`src/hdl/ptbp_pkg.sv`:
```
// ----------------------------------------------------------------------------
// ptbp_pkg
// Types and constants shared by the percent text parser: parse phases,
// parser state record and the character codes it recognizes.
// ----------------------------------------------------------------------------
package ptbp_pkg;

	localparam int unsigned WholeW = 25;
	localparam int unsigned HundW  = 7;
	localparam int unsigned FcntW  = 2;

	localparam logic [WholeW-1:0] MaxWhole = 25'd21474836;

	localparam logic [7:0] CharZero  = 8'h30;
	localparam logic [7:0] CharPlus  = 8'h2B;
	localparam logic [7:0] CharMinus = 8'h2D;
	localparam logic [7:0] CharPoint = 8'h2E;
	localparam logic [7:0] CharPct   = 8'h25;
	localparam logic [7:0] CharSemi  = 8'h3B;
	localparam logic [7:0] CharSpace = 8'h20;
	localparam logic [7:0] CharTab   = 8'h09;
	localparam logic [7:0] CharCr    = 8'h0D;

	typedef enum logic [3:0] {
		PH_LEAD,
		PH_SIGN,
		PH_INT,
		PH_POINT,
		PH_FRAC,
		PH_TRAIL,
		PH_PCT,
		PH_DONE,
		PH_ERROR
	} phase_t;

	typedef struct packed {
		phase_t             phase;
		logic               neg;
		logic [WholeW-1:0]  whole;
		logic [HundW-1:0]   hund;
		logic [FcntW-1:0]   fcnt;
	} parse_state_t;

	localparam parse_state_t StateReset = '{
		phase: PH_LEAD,
		neg:   1'b0,
		whole: '0,
		hund:  '0,
		fcnt:  '0
	};

endpackage

```
`src/hdl/ptbp_parse_step.sv`:
```
// ----------------------------------------------------------------------------
// ptbp_parse_step
// Next parser state for one text character: phase transitions, sign,
// whole part accumulation with overflow check and hundredths accumulation.
// ----------------------------------------------------------------------------
module ptbp_parse_step (
	input  ptbp_pkg::parse_state_t cur,
	input  logic [7:0]             character,
	output ptbp_pkg::parse_state_t nxt
);
	import ptbp_pkg::*;

	function automatic logic is_ws(input logic [7:0] c);
		return (c == CharSpace) || ((c >= CharTab) && (c <= CharCr));
	endfunction

	function automatic logic is_digit(input logic [7:0] c);
		return (c >= CharZero) && (c <= (CharZero + 8'd9));
	endfunction

	function automatic phase_t number_end(input logic [7:0] c);
		phase_t p;
		priority if (is_ws(c)) begin
			p = PH_TRAIL;
		end else if (c == CharPct) begin
			p = PH_PCT;
		end else if (c == CharSemi) begin
			p = PH_DONE;
		end else begin
			p = PH_ERROR;
		end
		return p;
	endfunction

	logic [3:0]          digit;
	logic                dig;
	logic [WholeW+3:0]   whole_sum;
	logic                whole_ovf;
	logic [HundW-1:0]    hund_sum;
	logic                do_whole;
	logic                do_frac;

	// low nibble of an ascii digit is its value
	assign digit     = character[3:0];
	assign dig       = is_digit(character);
	assign whole_sum = {1'b0, cur.whole, 3'b000} + {3'b000, cur.whole, 1'b0}
		+ {{(WholeW){1'b0}}, digit};
	assign whole_ovf = whole_sum > {4'b0000, MaxWhole};
	assign hund_sum  = {cur.hund[HundW-4:0], 3'b000} + {1'b0, cur.hund[HundW-3:0], 1'b0}
		+ {3'b000, digit};

	always_comb begin
		nxt      = cur;
		do_whole = 1'b0;
		do_frac  = 1'b0;
		unique case (cur.phase)
			PH_LEAD: begin
				priority if (is_ws(character)) begin
					nxt.phase = PH_LEAD;
				end else if (character == CharPlus || character == CharMinus) begin
					nxt.neg   = (character == CharMinus);
					nxt.phase = PH_SIGN;
				end else if (dig) begin
					nxt.phase = PH_INT;
					do_whole  = 1'b1;
				end else begin
					nxt.phase = PH_ERROR;
				end
			end
			PH_SIGN: begin
				if (dig) begin
					nxt.phase = PH_INT;
					do_whole  = 1'b1;
				end else begin
					nxt.phase = PH_ERROR;
				end
			end
			PH_INT: begin
				priority if (dig) begin
					do_whole = 1'b1;
				end else if (character == CharPoint) begin
					nxt.phase = PH_POINT;
				end else begin
					nxt.phase = number_end(character);
				end
			end
			PH_POINT: begin
				if (dig) begin
					nxt.phase = PH_FRAC;
					do_frac   = 1'b1;
				end else begin
					nxt.phase = PH_ERROR;
				end
			end
			PH_FRAC: begin
				if (dig) begin
					do_frac = 1'b1;
				end else begin
					nxt.phase = number_end(character);
				end
			end
			PH_TRAIL: begin
				priority if (is_ws(character)) begin
					nxt.phase = PH_TRAIL;
				end else if (character == CharPct) begin
					nxt.phase = PH_PCT;
				end else if (character == CharSemi) begin
					nxt.phase = PH_DONE;
				end else begin
					nxt.phase = PH_ERROR;
				end
			end
			PH_PCT: begin
				priority if (is_ws(character)) begin
					nxt.phase = PH_PCT;
				end else if (character == CharSemi) begin
					nxt.phase = PH_DONE;
				end else begin
					nxt.phase = PH_ERROR;
				end
			end
			PH_DONE: begin
				nxt.phase = PH_DONE;
			end
			PH_ERROR: begin
				nxt.phase = PH_ERROR;
			end
			default: begin
				nxt.phase = PH_ERROR;
			end
		endcase
		if (do_whole) begin
			if (whole_ovf) begin
				nxt.phase = PH_ERROR;
			end else begin
				nxt.whole = whole_sum[WholeW-1:0];
			end
		end
		if (do_frac && (cur.fcnt < 2'd2)) begin
			nxt.hund = hund_sum;
			nxt.fcnt = cur.fcnt + 2'd1;
		end
	end

endmodule

```
`src/hdl/percent_text_to_basis_points_unit.sv`:
```
// End items pass the end_s1 input register, then the result is registered.
// One item per cycle when not stalled; parser state updates once per character.
// The end item's scaling is one constant multiply by 100 and one add/compare.
// Reset: asynchronous, active low; clears parser state, valid_s1 and res_valid.
// ----------------------------------------------------------------------------
// percent_text_to_basis_points_unit
// Streams percent text one character per transaction and returns the value
// in basis points with a valid flag when the end item arrives.
// ----------------------------------------------------------------------------
module percent_text_to_basis_points_unit (
	input  logic               clk,
	input  logic               arst_n,
	input  logic               valid,
	output logic               stall,
	input  logic [7:0]         character,
	input  logic               end_of_text,
	output logic               res_valid,
	input  logic               res_stall,
	output logic               valid_res,
	output logic signed [31:0] basis_points
);
	import ptbp_pkg::*;

	logic         valid_s1;
	logic [7:0]   char_s1;
	logic         end_s1;
	logic         adv_s1;
	parse_state_t state_q;
	parse_state_t state_nxt;
	logic [HundW-1:0] frac;
	logic [31:0]  mag;
	logic         mag_ovf;
	logic         phase_ok;
	logic         ok;

	ptbp_parse_step u_step (
		.cur       (state_q),
		.character (char_s1),
		.nxt       (state_nxt)
	);

	assign adv_s1 = !end_s1 || !res_valid || !res_stall;
	assign stall  = valid_s1 && !adv_s1;

	assign frac     = (state_q.fcnt == 2'd1)
		? ({state_q.hund[HundW-4:0], 3'b000} + {1'b0, state_q.hund[HundW-3:0], 1'b0})
		: state_q.hund;
	assign mag      = ({{(32-WholeW){1'b0}}, state_q.whole} * 32'd100)
		+ {{(32-HundW){1'b0}}, frac};
	assign mag_ovf  = mag[31] && (!state_q.neg || (mag[30:0] != 31'd0));
	assign phase_ok = (state_q.phase == PH_INT) || (state_q.phase == PH_FRAC)
		|| (state_q.phase == PH_TRAIL) || (state_q.phase == PH_PCT)
		|| (state_q.phase == PH_DONE);
	assign ok       = phase_ok && !mag_ovf;

	always_ff @(posedge clk or negedge arst_n) begin
		if (!arst_n) begin
			valid_s1 <= 1'b0;
		end else if (!stall) begin
			valid_s1 <= valid;
		end
	end

	always_ff @(posedge clk) begin
		if (valid && !stall) begin
			char_s1 <= character;
			end_s1  <= end_of_text;
		end
	end

	always_ff @(posedge clk or negedge arst_n) begin
		if (!arst_n) begin
			state_q <= StateReset;
		end else if (valid_s1 && adv_s1) begin
			if (end_s1) begin
				state_q <= StateReset;
			end else begin
				state_q <= state_nxt;
			end
		end
	end

	always_ff @(posedge clk or negedge arst_n) begin
		if (!arst_n) begin
			res_valid <= 1'b0;
		end else if (valid_s1 && end_s1 && adv_s1) begin
			res_valid <= 1'b1;
		end else if (!res_stall) begin
			res_valid <= 1'b0;
		end
	end

	always_ff @(posedge clk) begin
		if (valid_s1 && end_s1 && adv_s1) begin
			valid_res    <= ok;
			basis_points <= !ok ? 32'sd0
				: (state_q.neg ? $signed(32'd0 - mag) : $signed(mag));
		end
	end

endmodule
```
`config.mk`:
```
export PLATFORM = sky130hd
export DESIGN_NAME = percent_text_to_basis_points_unit
export DESIGN_NICKNAME = d
export VERILOG_FILES = /design/src/hdl/ptbp_pkg.sv /design/src/hdl/ptbp_parse_step.sv /design/src/hdl/percent_text_to_basis_points_unit.sv
export SDC_FILE = /design/constraint.sdc
export NUM_CORES = 1
export LEC_CHECK = 0
export BUFFER_PORTS_ARGS = -buffer_cell sky130_fd_sc_hd__buf_2
export CELL_PAD_IN_SITES_DETAIL_PLACEMENT = 1
export CELL_PAD_IN_SITES_GLOBAL_PLACEMENT = 2
export CORE_ASPECT_RATIO = 1.4
export CORE_MARGIN = 1
export CORE_UTILIZATION = 35
export DETAILED_ROUTE_END_ITERATION = 7
export HOLD_SLACK_MARGIN = 0.03
export PLACE_DENSITY_LB_ADDON = 0.1
export SETUP_SLACK_MARGIN = 0.1
export SLEW_MARGIN = 25
export SYNTH_ARGS = -nofsm -noshare
export SYNTH_HDL_FRONTEND = slang
export SYNTH_SLANG_ARGS = --single-unit
export TNS_END_PERCENT = 50
```
`constraint.sdc`:
```
create_clock -name clk -period 7.3 [get_ports clk]
set_input_delay 0.365 -clock clk [delete_from_list [all_inputs] [get_ports clk]]
set_output_delay 0.365 -clock clk [all_outputs]
set_load 0.1 [all_outputs]
```
# --- Word-level counts from Yosys, hierarchy flattened ---
# Cells that the tools add are included.
# W data, S select, Z words.
classes:
  n_div: 0
  add_sub_neg: 7
  multipliers: 1
  shift: 0
  n_eq_ne: 17
  magnitude_cmp: 6
  bitwise: 0
  reduce_logical: 37
  mux: 30
op_table:
  columns: ["op", "n"]
  rows:
  - ["$mux W4", 13]
  - ["$mux W25", 2]
  - ["$eq A8 B6 Y1 const B", 6]
  - ["$mux W39", 1]
  - ["$add A32 B7 Y32", 1]
  - ["$mux W32", 1]
  - ["$pmux W4 S8", 1]
  - ["$sub A1 B32 Y32 const A", 1]
  - ["$reduce_bool A31 Y1", 1]
  - ["$mul A25 B5 Y30 const B", 1]
  - ["$add A28 B26 Y29", 1]
  - ["$add A29 B4 Y29", 1]
  - ["$gt A29 B25 Y1 const B", 1]
  - ["$eq A4 B3 Y1 const B", 4]
  - ["$logic_and A1 B1 Y1", 10]
  - ["$logic_or A1 B1 Y1", 9]
  - ["$mux W1", 9]
  - ["$mux W9", 1]
  - ["$eq A4 B2 Y1 const B", 2]
  - ["$ge A8 B4 Y1 const B", 1]
  - ["$ge A8 B6 Y1 const B", 1]
  - ["$le A8 B4 Y1 const B", 1]
  - ["$le A8 B6 Y1 const B", 1]
  - ["$reduce_bool A2 Y1", 4]
  - ["16 further kinds", 24]
word_totals:
  ram_bits: 0
  latchBits: 0
  rom_bits: 0
  memories: 0
  elab_cells: 109
  output_inout_bits: 35
  inputBits: 13
  reg_bits: 83

# --- Depth between registers and ports, before layout ---
logic_depth:
  depth_word: 10
  mapped_depth: 22
  mapped_depth_nobuf: 18

# --- By module ---
# From an unflattened synthesis, not the netlist that was laid out.
unflattened:
  cells_unflattened: 1330
  area_unflattened_um2: 11459.7
by_module_without_submodules:
  columns: ["mod", "area_each_um2", "seq_area_each_um2", "cells_per_inst", "n_inst"]
  rows:
  - ["percent_text_to_basis_points_unit", 7712.4, 2287.2, 789, 1]
  - ["ptbp_parse_step", 3747.3, 0.0, 541, 1]

# --- Worst setup path before layout ---
# OpenSTA, ideal clock, no wires.
synth_path:
  kind: "register to register"
  from: "reg state_q[15] (netlist bit)"
  to: "reg basis_points[17], data pin"
  t_arrival_ns: 5.673
  setup_slack_ns: 1.477
  n_path_buf: 4
  stages_incl_launch_ff: 23
  synth_period_minus_slack_ns: 5.823
  setup_ns: 0.150
  required_time_ns: 7.150
  cell_sequence: "dfrtp_1 ha_1 ha_1 inv_1 fa_1 inv_1 ha_1 buf_2 nand2_1 o31a_1 a2111oi_4 o221a_2 clkbuf_1 nand2_1 or4_1 clkbuf_1 nor4_1 xor2_1 a211o_1 or4_1 a21o_1 buf_6 nor3_2"
synth_between:
  elab_chain_cells: 7
  word_cells_on_any_way: 9
  classes_between: "add/sub: 2; mul: 1; mux: 1; reduce/logical: 5"
synth_rtl:
  columns: ["element", "line_no", "source"]
  rows:
  - ["start, declared", "percent_text_to_basis_points_unit.sv:28", "parse_state_t state_q;"]
  - ["start signal, assigned", "percent_text_to_basis_points_unit.sv:73", "state_q <= StateReset;"]
  - ["start signal, assigned", "percent_text_to_basis_points_unit.sv:76", "state_q <= StateReset;"]
  - ["start signal, assigned", "percent_text_to_basis_points_unit.sv:78", "state_q <= state_nxt;"]
  - ["$mul A25 B5 Y30 (*)", "percent_text_to_basis_points_unit.sv:48", "assign mag = ({{(32-WholeW){1'b0}}, state_q.whole} * 32'd100)"]
  - ["$add A32 B7 Y32 (*)", "percent_text_to_basis_points_unit.sv:49", "+ {{(32-HundW){1'b0}}, frac};"]
  - ["parallel branches: the longest is 5 deep, another holds $sub A1 B32 Y32", null, null]
  - ["end signal, assigned", "percent_text_to_basis_points_unit.sv:96", "basis_points <= !ok ? 32'sd0"]
  - ["end, declared", "percent_text_to_basis_points_unit.sv:20", "output logic signed [31:0] basis_points"]
# Every way passes the cells marked *.
# A chain may end at the register's enable or synchronous reset.

# --- Worst setup path in the final report ---
layout_path:
  from: "reg state_q[11] (netlist bit)"
  to: "reg basis_points[17], data pin"
# Same word-level chain as after synthesis.

==> out/results.txt <==
Vias - 8,834
Clock buffer depth - 2
Cells after Synth - 1,215
Die Y - 204.9 um
Post-route antenna net violation count - 0
TritonRoute pass-1 iters - 4
Site row count - 73
Cell Area, Synth - 10,290 um^2
Maximum vdd drop - 0.1281 mV
Prevailing post-synth register cell - edfxtp_1
EDFF count, synth - 42
Die area - 30,100 um^2
Final worst slack - 0.5524 ns
Tcrit/Tclk final - 0.9243
Slew Limit Headroom - 0.3461
Hold Vio Cnt, Final - 0
DR WL/cell - 17.49 um
Final HPWL DP - 23.30 mm
Vias in the first global route - 9,162
Synth Register Bits - 83
Clock sink total - 83
Worst Skew - 0.02096 ns
Hold Path Stages - 1
Fin crit period - 6.748 ns
Fin nets - 1,424
Max-Cap Viols - 0
Hold Startpoint - character[1]
Setup Buffers After CTS - 0
R2r endpoint - basis_points[17]
Slew @ Worst Pin - 0.9808 ns
Reg clk slew, reported paths - 0.08 ns
Worst slack at placement - 0.4421 ns
Worst r2r path cells - 16
Number of buffers added on ports - 47
PwrDens - 135.3 nW/um^2
Power Total - 1.518 mW
Slew Viols, Final - 0
Max Freq - 0.1482 GHz
CTS buffer count - 9
Type of the worst setup path - reg -> reg
TritonCTS clock tree - built
CTS Root Cell - clkbuf_16
Synth Net Count - 1,395
Die width - 146.9 um
Total global routing overflow - 0
Run status - complete, no violations
Asr flop ratio synth - 0.4940
CP arrival - 6.96 ns
Initial Utilization - 0.3588
Initial antenna violation count - 0
Reg-to-Reg Start - state_q[11]
Routed vias/inst - 5.436
Core area - 28,680 um^2
Clock latency at the later pin of the worst-skew pair - 0.38 ns
Post-synthesis sequential area ratio - 0.2222
R2R setup slack - 0.55 ns
Syn_area_per_cell - 8.470 um^2
Worst Hold Path EP - char_s1[1]
All-Layer GR Usage - 0.1940
DR DRC count - 0
Netlist cell types - 75
CP Capture Type - register
Final setup TNS - 0 ns
RSZ-0062 raised after global routing - false
# IOs - 48
HP Class - in -> reg
Area delta synth->final - 9.058%
Yosys warns - 0
H-Tree Depth - 3
Largest net degree at the start of global routing - 42
First-pass GRT wire length - 46.57 mm
Finish-stage setup viols - 0
Leakage - 5.247 nW
CP startpoint kind - register
Crit path required time - 7.51 ns
Max Fanout on Critical Path - 31
Detailed Route WL - 28.42 mm
Layout cells sized above 1 - 0.08647
Placer congestion estimate - 0.7862
First DRT Iteration DRCs - 238
[sequential cells by signal (all words and copies together), names as in the netlist]
name,cells
res_valid,1
valid_s1,1
valid_res,1
char_s1,8
state_q,39
end_s1,1
basis_points,32
[timing repair]
action,4_1_cts,5_1_grt
setup endpoints to repair,0,14
hold buffers,0,1
endpoints found under the hold margin,0,23
resized for setup,0,2
[synth_stat cells (all sizes together), types with 11 or more instances]
library cell	instances	area, um^2
a211o	11	96.34
a211oi	22	165.2
a21o	34	255.2
a21oi	70	354.1
a22o	20	175.2
and2	16	100.1
clkbuf	31	116.4
dfrtp	41	1026
edfxtp	42	1261
fa	25	500.5
ha	142	1777
inv	122	457.9
nand2	101	379.1
nand3	34	170.2
nand4	16	106.4
nor2	90	337.8
nor2b	13	81.33
nor3	28	145.1
nor4	12	105.1
o21ai	53	269.0
or4	11	86.33
xnor2	68	595.6
xor2	31	271.5
[how the worst max path moves through the flow]
stage           startpoint               end  cells after the start  slack [ns]
3_3_place_gp   state_q[11]  basis_points[17]                     16        0.65
5_1_grt        state_q[15]  basis_points[17]                     18        0.13
6_report       state_q[11]  basis_points[17]                     16        0.55
3_5_place_dp   state_q[11]  basis_points[17]                     16        0.44
4_1_cts        state_q[11]  basis_points[17]                     16        0.40
2_1_floorplan  state_q[15]  basis_points[17]                     22        1.48
[report_power, final]
| group | leakage, nW | total [mW] | internal, mW | switching (mW) |
|---|---|---|---|---|
| registers | 0.972 | 0.538 | 0.512 | 0.0262 |
| logic | 4.14 | 0.520 | 0.173 | 0.346 |
| clock network | 0.140 | 0.460 | 0.237 | 0.223 |
[worst max-delay path: stages (launching register included)]
cell and delay, ns:
dfrtp_1 0.47, ha_1 0.34, ha_1 0.32, fa_1 0.46, ha_1 0.41, a211oi_1 0.34
o31a_1 0.40, a21oi_2 0.11, xnor2_1 0.30, or4_4 0.65, or4_1 0.60, nor4_1 0.38
xor2_1 0.22, a211o_1 0.27, or4_1 0.50, a21o_1 0.52, nor3_2 0.28
[metal layers]
| metal | track usage | vias up | wire (um) |
|---|---|---|---|
| li1 | - | 4467 | - |
| met1 | 0.2324 | 4278 | 12980 |
| met2 | 0.3592 | 73 | 14510 |
| met3 | 0.01648 | 16 | 402 |
| met4 | 0.06885 | 0 | 523 |
| met5 | 0 | - | 0 |
[cells by family (layout without fill, tap and decap cells)]
logic type,count (synthesis),in the layout,synth area share
AND/OR/NAND/NOR,376,376,0.1843
AO/OA/AOI/OAI,319,319,0.2159
adder cells (fa/ha/maj),167,167,0.2213
buffers and inverters,159,193,0.05921
XOR/XNOR,99,99,0.08426
flip-flops,83,83,0.2222
multiplexers,12,12,0.01277
other,0,1,0
[through the flow]
step / area, um^2 / util / std cells / hold WS, ns
after floorplan: 10290 / - / 1215 / 0.06941
after global placement: 10910 / 0.3803 / 1607 / 0.4586
after detailed placement: 10910 / 0.3805 / 1607 / 0.4770
after CTS: 11200 / 0.3905 / 1623 / 0.1332
after global routing: 11220 / 0.3912 / 1624 / 0.1380
final: 11220 / 0.3913 / 1625 / 0.1484
[placed cells by master (no fill, tap or decap), types with 10 or more instances in the layout]
master / n
buf_2: 46
dfrtp_1: 41
a22o_1: 20
a211o_1: 11
xnor2_1: 68
nor3_1: 25
nand2_1: 101
nand4_1: 15
or4_1: 10
o211ai_1: 10
o21ai_0: 50
or3_1: 10
edfxtp_1: 42
a21oi_1: 69
a21o_1: 34
nand3_1: 34
ha_1: 142
nor2b_1: 13
a211oi_1: 21
fa_1: 25
and2_1: 15
inv_1: 122
o21bai_1: 10
xor2_1: 31
nor2_1: 90
[final cells by class]
cell class / count / area [um^2]
sequential: 83 / 2287
clock inverter: 7 / 61.31
fill: 3461 / 17460
inverter: 122 / 457.9
antenna: 1 / 2.502
multi-input combinational: 973 / 7420
timing repair buffer: 55 / 300.3
tap: 375 / 469.2
clock buffer: 9 / 225.2
(Power assumes the default switching activity.)
